**src/design/lcd4_pkg.sv**
```systemverilog
// Package: types, codes and tables of the LCD nibble write sequencer.
`timescale 1ns / 1ps
`default_nettype none
package lcd4_pkg;

    localparam int OP_W    = 3;
    localparam int VALUE_W = 8;
    localparam int COL_W   = 6;
    localparam int ROW_W   = 2;
    localparam int NIB_W   = 4;
    localparam int HOLD_W  = 12;
    localparam int IDX_W   = 3;

    // Operation codes carried by a request beat
    typedef enum logic [OP_W-1:0] {
        OP_CMD    = 3'd0,
        OP_DATA   = 3'd1,
        OP_CURSOR = 3'd2,
        OP_INIT   = 3'd3,
        OP_CLEAR  = 3'd4
    } op_t;

    typedef enum logic [1:0] {
        ST_IDLE,
        ST_LEAD,
        ST_LOAD,
        ST_EMIT
    } state_t;

    // Which hold time an event carries
    typedef enum logic [1:0] {
        HOLD_NONE,
        HOLD_PULSE,
        HOLD_INIT
    } hold_sel_t;

    localparam logic [HOLD_W-1:0]  INIT_GAP_US = 12'd5;
    localparam logic [VALUE_W-1:0] CMD_CLEAR   = 8'h01;
    localparam logic               RW_WRITE    = 1'b0;

    // Event positions within one byte
    localparam logic [IDX_W-1:0] EVT_HI_STROBE = 3'd1;
    localparam logic [IDX_W-1:0] EVT_LO_FIRST  = 3'd3;
    localparam logic [IDX_W-1:0] EVT_LO_STROBE = 3'd4;
    localparam logic [IDX_W-1:0] EVT_LAST      = 3'd5;
    localparam logic [IDX_W-1:0] INIT_LAST     = 3'd5;

    // Control from the sequencer to the byte unit
    typedef struct packed {
        logic                 load;
        logic [OP_W-1:0]      op;
        logic [IDX_W-1:0]     init_idx;
    } byte_ctl_t;

    // One pin event handed from the sequencer to the output stage
    typedef struct packed {
        logic                 load;
        logic                 use_held;
        logic [NIB_W-1:0]     nibble;
        logic                 rs;
        logic                 en;
        hold_sel_t            hold;
        logic                 last;
    } evt_t;

    function automatic logic [VALUE_W-1:0] row_base(input logic [ROW_W-1:0] row);
        logic [VALUE_W-1:0] base;
        case (row)
            2'd0:    base = 8'h80;
            2'd1:    base = 8'hC0;
            2'd2:    base = 8'h94;
            2'd3:    base = 8'hD4;
            default: base = 8'h80;
        endcase
        return base;
    endfunction

    function automatic logic [VALUE_W-1:0] init_byte(input logic [IDX_W-1:0] idx);
        logic [VALUE_W-1:0] b;
        case (idx)
            3'd0:    b = 8'h33;
            3'd1:    b = 8'h32;
            3'd2:    b = 8'h28;
            3'd3:    b = 8'h0C;
            3'd4:    b = 8'h01;
            3'd5:    b = 8'h06;
            default: b = 8'h00;
        endcase
        return b;
    endfunction

endpackage
`default_nettype wire

```
**src/design/lcd4_req_if.sv**
```systemverilog
// Interface: request channel carrying one display operation per beat.
`timescale 1ns / 1ps
`default_nettype none
interface lcd4_req_if import lcd4_pkg::*; ();
    logic               valid;
    logic               ready;
    logic [OP_W-1:0]    operation;
    logic [VALUE_W-1:0] value;
    logic [COL_W-1:0]   column;
    logic [ROW_W-1:0]   row;

    modport source (output valid, output operation, output value, output column,
                    output row, input ready);
    modport sink   (input valid, input operation, input value, input column,
                    input row, output ready);
endinterface
`default_nettype wire

```
**src/design/lcd4_pin_if.sv**
```systemverilog
// Interface: pin event channel, one display pin state per beat.
`timescale 1ns / 1ps
`default_nettype none
interface lcd4_pin_if import lcd4_pkg::*; ();
    logic              valid;
    logic              ready;
    logic [NIB_W-1:0]  nibble;
    logic              reg_select;
    logic              read_write;
    logic              enable;
    logic [HOLD_W-1:0] hold_us;
    logic              last;

    modport source (output valid, output nibble, output reg_select, output read_write,
                    output enable, output hold_us, output last, input ready);
    modport sink   (input valid, input nibble, input reg_select, input read_write,
                    input enable, input hold_us, input last, output ready);
endinterface
`default_nettype wire

```
**src/design/lcd4_byte_unit.sv**
```systemverilog
// Shared byte unit: one adder forms every byte that goes out to the display.
`timescale 1ns / 1ps
`default_nettype none
module lcd4_byte_unit import lcd4_pkg::*; (
    input  wire logic               clk,
    input  wire byte_ctl_t          ctl,
    input  wire logic [VALUE_W-1:0] value,
    input  wire logic [COL_W-1:0]   column,
    input  wire logic [ROW_W-1:0]   row,
    output logic [VALUE_W-1:0]      byte_val
);

    logic [VALUE_W-1:0] byte_reg;
    logic [VALUE_W-1:0] byte_next;
    logic [VALUE_W-1:0] base;
    logic [VALUE_W-1:0] addend;

    // Pick base and addend; only set cursor adds a nonzero column
    always_comb
    begin
        base   = value;
        addend = '0;
        case (ctl.op)
            OP_CURSOR:
            begin
                base   = row_base(row);
                addend = {{(VALUE_W-COL_W){1'b0}}, column};
            end
            OP_INIT:  base = init_byte(ctl.init_idx);
            OP_CLEAR: base = CMD_CLEAR;
            default:  base = value;
        endcase
        byte_next = base + addend;
    end

    // Hold the byte for the six events that carry it
    always_ff @(posedge clk)
    begin
        if (ctl.load)
        begin
            byte_reg <= byte_next;
        end
    end

    assign byte_val = byte_reg;

endmodule
`default_nettype wire

```
**src/design/lcd4_seq.sv**
```systemverilog
// Sequencer: walks bytes and the six events of each byte for one operation.
`timescale 1ns / 1ps
`default_nettype none
module lcd4_seq import lcd4_pkg::*; (
    input  wire logic               clk,
    input  wire logic               rst_n,
    input  wire logic               start,
    input  wire logic [OP_W-1:0]    op_in,
    input  wire logic               slot_free,
    input  wire logic [VALUE_W-1:0] byte_val,
    output logic                    idle,
    output byte_ctl_t               bctl,
    output evt_t                    evt
);

    state_t           state_reg, state_next;
    logic [OP_W-1:0]  op_reg, op_next;
    logic [IDX_W-1:0] evt_idx_reg, evt_idx_next;
    logic [IDX_W-1:0] init_idx_reg, init_idx_next;
    hold_sel_t        gap;

    // Advance state and counters
    always_ff @(posedge clk or negedge rst_n)
    begin
        if (!rst_n)
        begin
            state_reg    <= ST_IDLE;
            op_reg       <= OP_CMD;
            evt_idx_reg  <= '0;
            init_idx_reg <= '0;
        end
        else
        begin
            state_reg    <= state_next;
            op_reg       <= op_next;
            evt_idx_reg  <= evt_idx_next;
            init_idx_reg <= init_idx_next;
        end
    end

    // Trailing gap after the low nibble depends on the operation
    always_comb
    begin
        case (op_reg)
            OP_CURSOR, OP_CLEAR: gap = HOLD_PULSE;
            OP_INIT:             gap = HOLD_INIT;
            default:             gap = HOLD_NONE;
        endcase
    end

    // Next state and event formation
    always_comb
    begin
        state_next    = state_reg;
        op_next       = op_reg;
        evt_idx_next  = evt_idx_reg;
        init_idx_next = init_idx_reg;
        idle          = 1'b0;
        bctl.load     = 1'b0;
        bctl.op       = op_reg;
        bctl.init_idx = init_idx_reg;
        evt           = '0;
        evt.hold      = HOLD_NONE;

        case (state_reg)
            ST_IDLE:
            begin
                idle = 1'b1;
                // Drop unused operation codes without any event
                if (start && (op_in <= OP_CLEAR))
                begin
                    op_next       = op_in;
                    init_idx_next = '0;
                    state_next    = (op_in == OP_INIT) ? ST_LEAD : ST_LOAD;
                end
            end

            ST_LEAD:
            begin
                if (slot_free)
                begin
                    evt.load     = 1'b1;
                    evt.use_held = 1'b1;
                    evt.hold     = HOLD_INIT;
                    state_next   = ST_LOAD;
                end
            end

            ST_LOAD:
            begin
                bctl.load    = 1'b1;
                evt_idx_next = '0;
                state_next   = ST_EMIT;
            end

            ST_EMIT:
            begin
                if (slot_free)
                begin
                    evt.load   = 1'b1;
                    evt.rs     = (op_reg == OP_DATA);
                    evt.nibble = (evt_idx_reg < EVT_LO_FIRST) ? byte_val[7:4] : byte_val[3:0];
                    evt.en     = (evt_idx_reg == EVT_HI_STROBE) ||
                                 (evt_idx_reg == EVT_LO_STROBE);
                    if (evt_idx_reg == EVT_LAST)
                    begin
                        evt.hold = gap;
                    end
                    else if ((evt_idx_reg == '0) || (evt_idx_reg == EVT_LO_FIRST))
                    begin
                        evt.hold = HOLD_NONE;
                    end
                    else
                    begin
                        evt.hold = HOLD_PULSE;
                    end

                    if (evt_idx_reg == EVT_LAST)
                    begin
                        if ((op_reg == OP_INIT) && (init_idx_reg != INIT_LAST))
                        begin
                            init_idx_next = init_idx_reg + 1'b1;
                            state_next    = ST_LOAD;
                        end
                        else
                        begin
                            evt.last   = 1'b1;
                            state_next = ST_IDLE;
                        end
                    end
                    else
                    begin
                        evt_idx_next = evt_idx_reg + 1'b1;
                    end
                end
            end

            default:
            begin
                state_next = ST_IDLE;
            end
        endcase
    end

endmodule
`default_nettype wire

```
**src/design/char_lcd_nibble_write_sequencer_top.sv**
```systemverilog
// Top level: 4-bit character LCD write sequencer.
//
// Usage:
//   req  - one display operation per beat: command byte, data byte, set
//          cursor (row base plus column), init sequence or clear screen.
//          Unused operation codes are taken and dropped with no event.
//   pins - one pin state per beat: nibble, register select, read/write,
//          enable and the hold time in microseconds; last marks the final
//          event of an operation.
// A byte becomes six events (high nibble, then low nibble, each set up,
// strobed and released). The sequencer forms one event per cycle while
// the pins channel has room, and a byte unit builds each byte in the
// cycle before its six events. A request beat passes through the load
// state and the byte register before its first event enters the output
// register; init sends one leading event first, then six bytes. req.ready
// is high only between operations; the last event may still wait in the
// output register while the next request is taken.
// Reset clears the sequencer, the output valid and the held nibble and
// register select. A stalled pins channel holds its beat and holds the
// sequencer at its next event until the beat is taken.
`timescale 1ns / 1ps
`default_nettype none
module char_lcd_nibble_write_sequencer_top import lcd4_pkg::*; #(
    parameter int PULSE_WAIT_US = 3000
) (
    input  wire logic     clk,
    input  wire logic     rst_n,
    lcd4_req_if.sink      req,
    lcd4_pin_if.source    pins
);

    logic               accept;
    logic               idle;
    logic               slot_free;
    byte_ctl_t          bctl;
    evt_t               evt;
    logic [VALUE_W-1:0] byte_val;

    logic [VALUE_W-1:0] value_reg;
    logic [COL_W-1:0]   column_reg;
    logic [ROW_W-1:0]   row_reg;

    logic               valid_reg, valid_next;
    logic [NIB_W-1:0]   nibble_reg, nibble_next;
    logic               select_reg, select_next;
    logic               enable_reg;
    logic [HOLD_W-1:0]  hold_reg, hold_next;
    logic               last_reg;
    logic [NIB_W-1:0]   held_nibble_reg;
    logic               held_select_reg;

    assign accept    = req.valid && req.ready;
    assign req.ready = idle;
    assign slot_free = !valid_reg || pins.ready;

    // Capture the operand fields of an accepted beat
    always_ff @(posedge clk)
    begin
        if (accept)
        begin
            value_reg  <= req.value;
            column_reg <= req.column;
            row_reg    <= req.row;
        end
    end

    lcd4_seq u_seq (
        .clk       (clk),
        .rst_n     (rst_n),
        .start     (accept),
        .op_in     (req.operation),
        .slot_free (slot_free),
        .byte_val  (byte_val),
        .idle      (idle),
        .bctl      (bctl),
        .evt       (evt)
    );

    lcd4_byte_unit u_byte (
        .clk      (clk),
        .ctl      (bctl),
        .value    (value_reg),
        .column   (column_reg),
        .row      (row_reg),
        .byte_val (byte_val)
    );

    // Resolve the event payload: held pins for the init lead event, hold code to time
    always_comb
    begin
        nibble_next = evt.use_held ? held_nibble_reg : evt.nibble;
        select_next = evt.use_held ? held_select_reg : evt.rs;
        case (evt.hold)
            HOLD_PULSE: hold_next = HOLD_W'(PULSE_WAIT_US);
            HOLD_INIT:  hold_next = INIT_GAP_US;
            default:    hold_next = '0;
        endcase
        valid_next = evt.load ? 1'b1 : (pins.ready ? 1'b0 : valid_reg);
    end

    // Output register valid and held pin state
    always_ff @(posedge clk or negedge rst_n)
    begin
        if (!rst_n)
        begin
            valid_reg       <= 1'b0;
            held_nibble_reg <= '0;
            held_select_reg <= 1'b0;
        end
        else
        begin
            valid_reg <= valid_next;
            if (evt.load)
            begin
                held_nibble_reg <= nibble_next;
                held_select_reg <= select_next;
            end
        end
    end

    // Output register payload
    always_ff @(posedge clk)
    begin
        if (evt.load)
        begin
            nibble_reg <= nibble_next;
            select_reg <= select_next;
            enable_reg <= evt.en;
            hold_reg   <= hold_next;
            last_reg   <= evt.last;
        end
    end

    assign pins.valid      = valid_reg;
    assign pins.nibble     = nibble_reg;
    assign pins.reg_select = select_reg;
    assign pins.read_write = RW_WRITE;
    assign pins.enable     = enable_reg;
    assign pins.hold_us    = hold_reg;
    assign pins.last       = last_reg;

endmodule
`default_nettype wire

```
**src/flat_wrapper.sv**
```systemverilog
// flat-port wrapper written by rule: the top's interface ports become plain ports
module char_lcd_nibble_write_sequencer_top_flat import lcd4_pkg::*;
#(
    parameter int PULSE_WAIT_US = 3000
)
  (clk, rst_n, req_valid, req_operation, req_value, req_column, req_row, req_ready, pins_valid, pins_nibble, pins_reg_select, pins_read_write, pins_enable, pins_hold_us, pins_last, pins_ready);
  lcd4_req_if req_i ();
  lcd4_pin_if pins_i ();
  input  wire logic clk;
  input  wire logic rst_n;
  input wire logic [$bits(req_i.valid)-1:0] req_valid;
  input wire logic [$bits(req_i.operation)-1:0] req_operation;
  input wire logic [$bits(req_i.value)-1:0] req_value;
  input wire logic [$bits(req_i.column)-1:0] req_column;
  input wire logic [$bits(req_i.row)-1:0] req_row;
  output wire logic [$bits(req_i.ready)-1:0] req_ready;
  output wire logic [$bits(pins_i.valid)-1:0] pins_valid;
  output wire logic [$bits(pins_i.nibble)-1:0] pins_nibble;
  output wire logic [$bits(pins_i.reg_select)-1:0] pins_reg_select;
  output wire logic [$bits(pins_i.read_write)-1:0] pins_read_write;
  output wire logic [$bits(pins_i.enable)-1:0] pins_enable;
  output wire logic [$bits(pins_i.hold_us)-1:0] pins_hold_us;
  output wire logic [$bits(pins_i.last)-1:0] pins_last;
  input wire logic [$bits(pins_i.ready)-1:0] pins_ready;
  assign req_i.valid = req_valid;
  assign req_i.operation = req_operation;
  assign req_i.value = req_value;
  assign req_i.column = req_column;
  assign req_i.row = req_row;
  assign req_ready = req_i.ready;
  assign pins_valid = pins_i.valid;
  assign pins_nibble = pins_i.nibble;
  assign pins_reg_select = pins_i.reg_select;
  assign pins_read_write = pins_i.read_write;
  assign pins_enable = pins_i.enable;
  assign pins_hold_us = pins_i.hold_us;
  assign pins_last = pins_i.last;
  assign pins_i.ready = pins_ready;
  char_lcd_nibble_write_sequencer_top #(.PULSE_WAIT_US(PULSE_WAIT_US)) u_core (.clk(clk), .rst_n(rst_n), .req(req_i), .pins(pins_i));
endmodule
```
**config.mk**
```make
export PLATFORM = sky130hd
export DESIGN_NAME = char_lcd_nibble_write_sequencer_top_flat
export DESIGN_NICKNAME = d
export VERILOG_FILES = /design/src/design/lcd4_pkg.sv /design/src/design/lcd4_req_if.sv /design/src/design/lcd4_pin_if.sv /design/src/design/lcd4_byte_unit.sv /design/src/design/lcd4_seq.sv /design/src/design/char_lcd_nibble_write_sequencer_top.sv /design/src/flat_wrapper.sv
export SDC_FILE = /design/constraint.sdc
export NUM_CORES = 1
export LEC_CHECK = 0
export BUFFER_PORTS_ARGS = -buffer_cell sky130_fd_sc_hd__clkbuf_2
export CAP_MARGIN = 20
export CORE_AREA = 5 5 84 86
export CTS_CLUSTER_SIZE = 24
export DETAILED_ROUTE_END_ITERATION = 16
export DIE_AREA = 0 0 89 91
export GPL_TIMING_DRIVEN = 0
export PLACE_DENSITY = 0.62
export SYNTH_ARGS = -nofsm -noshare
export SYNTH_HDL_FRONTEND = slang
export SYNTH_SLANG_ARGS = --single-unit
```
**constraint.sdc**
```tcl
create_clock -name clk -period 5 [get_ports clk]
set_clock_uncertainty 0.2 [all_clocks]
set_input_delay 0.25 -clock clk [delete_from_list [all_inputs] [get_ports clk]]
set_output_delay 0.25 -clock clk [all_outputs]
set_load 0.05 [all_outputs]
```
==> impl_metrics.json <==
{
  "gr-usage-met3": 0.02534,
  "clock_latency_ns": 0.31,
  "antenna_found_initial": 0,
  "period_needed_ns": 3.077,
  "clock-root-buffer": "clkbuf_8",
  "synth_compound_area_frac": 0.1723,
  "crit_arrival_ns": 2.94,
  "cts_sinks": 50,
  "period_share": 0.6155,
  "final_layout_size_suffix_gt1_frac": 0.2476,
  "io_pins": 45,
  "place_hpwl_microns": 3825,
  "ant_nets": 0,
  "h-tree-depth": 2,
  "grt_remaining_overflow": 0,
  "cellPowerDensity_nw_per_um2": 545.6,
  "grt.total_usage": 0.1380,
  "rows": 29,
  "status": "finished clean",
  "cts_setup_buffers": 0,
  "tightest_slew_ns": 0.8590,
  "grtUsageMet1": 0.1727,
  "synthArstFlopShare": 0.3400,
  "finalWirelength_microns": 5160,
  "seqCellArea_sq_um": 1416,
  "cp-start-kind": "register",
  "busiest_layer": "met2",
  "grt_setup_unrepaired": "false",
  "fmax_ghz": 0.3250,
  "io_buffer_count": 40,
  "synth-xor-area-share": 0.02251,
  "p_clk_frac": 0.175,
  "ys_top_cells_by_area": "edfxtp_1 (36%), dfrtp_1 (16%), ha_1 (6.4%), buf_4 (3.0%), o21ai_1 (2.9%)",
  "synth_cell_type_count": 53,
  "synthMuxAreaShare": 0.03445,
  "synth-seq-area-share": 0.5200,
  "finalMaxSlewViolations": 0,
  "drt_iter0_drc": 78,
  "synth_edf_count": 33,
  "p_sw_uw": 764.5,
  "worstSetupEndpointType": "register",
  "hold_path_class": "in2reg",
  "drt_first_pass_iters": 4,
  "drv_cap": 0,
  "synth_adder_area_share": 0.07166,
  "via_per_inst": 5.068,
  "dieArea_sq_um": 8099,
  "gp_congestion": 0.7763,
  "p_sw_frac": 0.4202,
  "cellInternalPower_uw": 1055,
  "synth_cells": 239,
  "cts_made_buffers": 5,
  "vias": 1946,
  "clkSlewWorstSetupHoldPaths_ns": 0.09,
  "fp.dieW_microns": 89,
  "n_antenna_cell": 0,
  "grt_use_met2": 0.2370,
  "hold_viol": 0,
  "synth_seq_cells": 50,
  "cts_tree": "built",
  "timing.hold.ws_ns": 0.02010,
  "fin_nets": 344,
  "route.detailed.drc": 0,
  "worstPathRequired_ns": 4.86,
  "grt_pass1_vias": 1905,
  "grt_pass1_wl_microns": 8811,
  "syn2layout_area_growth_pct": 22.42,
  "yosysMostFrequentCell": "edfxtp_1",
  "tns_ns": 0,
  "synthFlopType": "edfxtp_1",
  "synth_top_area_frac": 0.3638,
  "peakVddDrop_uv": 413.7,
  "yosys.area_share.simple": 0.1185,
  "fp.dieH_microns": 91,
  "power_frac_seq": 0.341,
  "synth_warnings": 0,
  "grt_max_degree": 21,
  "syn_area_per_cell_sq_um": 11.40,
  "synth_common_cells": "edfxtp_1 (33), dfrtp_1 (17), nor2_1 (17), o21ai_1 (16), ha_1 (14)",
  "initial_core_util": 0.4390,
  "synth_top_area_cell": "edfxtp_1",
  "power.leakage_uw": 0.001441,
  "synth_area_sq_um": 2724,
  "core-area_sq_um": 6205,
  "cp_max_fo": 7,
  "fillers": 543,
  "finalSetupViolCount": 0,
  "p_comb_frac": 0.484,
  "path_class": "reg2reg",
  "cts.path.max_buffers": 2,
  "slew_headroom": 0.4267,
  "wl_per_cell_microns": 13.44,
  "multi_input_area_sq_um": 1157,
  "synth_top_family_by_area": "compound AO/OA/AOI/OAI gates"
}
## cells by family (layout without fill, tap and decap cells)
family          after synthesis  in the layout
compound gates               69             69
simple gates                 58             58
flops                        50             50
buf+inv                      30             95
fa+ha+maj                    15             15
mux                           9              9
xor+xnor                      7              7
other cells                   1              4
## placed cells by master (no fill, tap or decap), types with 4 or more instances in the layout
cell and instances:
a21oi_1 10, nand2b_1 6, nand2_1 11, nor2_1 17, mux2i_1 6, xnor2_1 6, conb_1 4, a211oi_1 9
a22o_1 5, clkbuf_8 5, ha_1 14, buf_2 6, buf_4 11, o21ai_1 16, o21ai_0 11, dfrtp_1 17
dlygate4sd3_1 17, clkbuf_2 40, edfxtp_1 33, inv_1 10, and2_1 7
## path summary, 6_finish.rpt
| path | start | to | slack [ns] | cells after the start |
|---|---|---|---|---|
| min in group asynchronous | rst_n | u_core.u_seq.evt_idx_reg[1] | 0.21 | 2 |
| min reg2reg | u_core.held_nibble_reg[2] | u_core.held_nibble_reg[2] | 0.29 | 2 |
| max in group asynchronous | rst_n | u_core.u_seq.op_reg[2] | 4.07 | 2 |
| max | u_core.u_seq.init_idx_reg[1] | u_core.u_byte.byte_val[6] | 1.92 | 11 |
| max reg2reg | u_core.u_seq.init_idx_reg[1] | u_core.u_byte.byte_val[6] | 1.92 | 11 |
| min | req_operation[2] | u_core.u_seq.op_reg[2] | 0.02 | 3 |
## layer usage
| layer | share of wire | vias to the layer above |
|---|---|---|
| li1 | - | 988 |
| met1 | 0.43 | 897 |
| met2 | 0.49 | 53 |
| met3 | 0.058 | 8 |
| met4 | 0.016 | 0 |
| met5 | 0 | - |
## cell type report
cell class              count  share of cell area
clock buffers               6             0.02814
repair buffers             57              0.1111
flip-flops and latches     50              0.4248
well taps                  77             0.02889
clock inverters             2             0.01163
multi-input cells         162              0.3471
plain buffers              19             0.03602
inverters                  11             0.01238
## power groups by stage
stage                     registers (uW)  clock network [uW]  logic (uW)
after floorplan                      732                   0         591
after global placement               628                   0         862
after detailed placement             633                   0         871
after CTS                            623                 326         886
after global routing                 635                 340         969
final                                621                 319         880
## timing repair
| action | CTS | global route |
|---|---|---|
| resized for setup | 0 | 0 |
| hold buffers | 17 | 0 |
| hold endpoints to repair | 33 | 0 |
## through the flow
| step | utilization | cell area, sq um | setup slack (ns) | power [uW] | cells |
|---|---|---|---|---|---|
| 3_5_place_dp | 0.4886 | 3032 | 1.967 | 1504 | 359 |
| 2_1_floorplan | - | 2735 | 2.350 | 1323 | 242 |
| 6_report | 0.5374 | 3334 | 1.923 | 1819 | 384 |
| 4_1_cts | 0.5374 | 3334 | 1.934 | 1835 | 384 |
| 5_1_grt | 0.5374 | 3334 | 1.707 | 1945 | 384 |
| 3_3_place_gp | 0.4886 | 3032 | 1.983 | 1490 | 359 |
## worst max-delay path, cell delays in order, from the launching register on
cell and delay (ns):
dfrtp_1 0.47, inv_1 0.16, ha_1 0.18, nand2_1 0.12
o211ai_1 0.19, o21ai_0 0.11, a221oi_1 0.39, ha_1 0.38
a211oi_1 0.27, o21bai_1 0.11, a21oi_1 0.20, xnor2_1 0.08
Power figures use the tool's default switching activity.
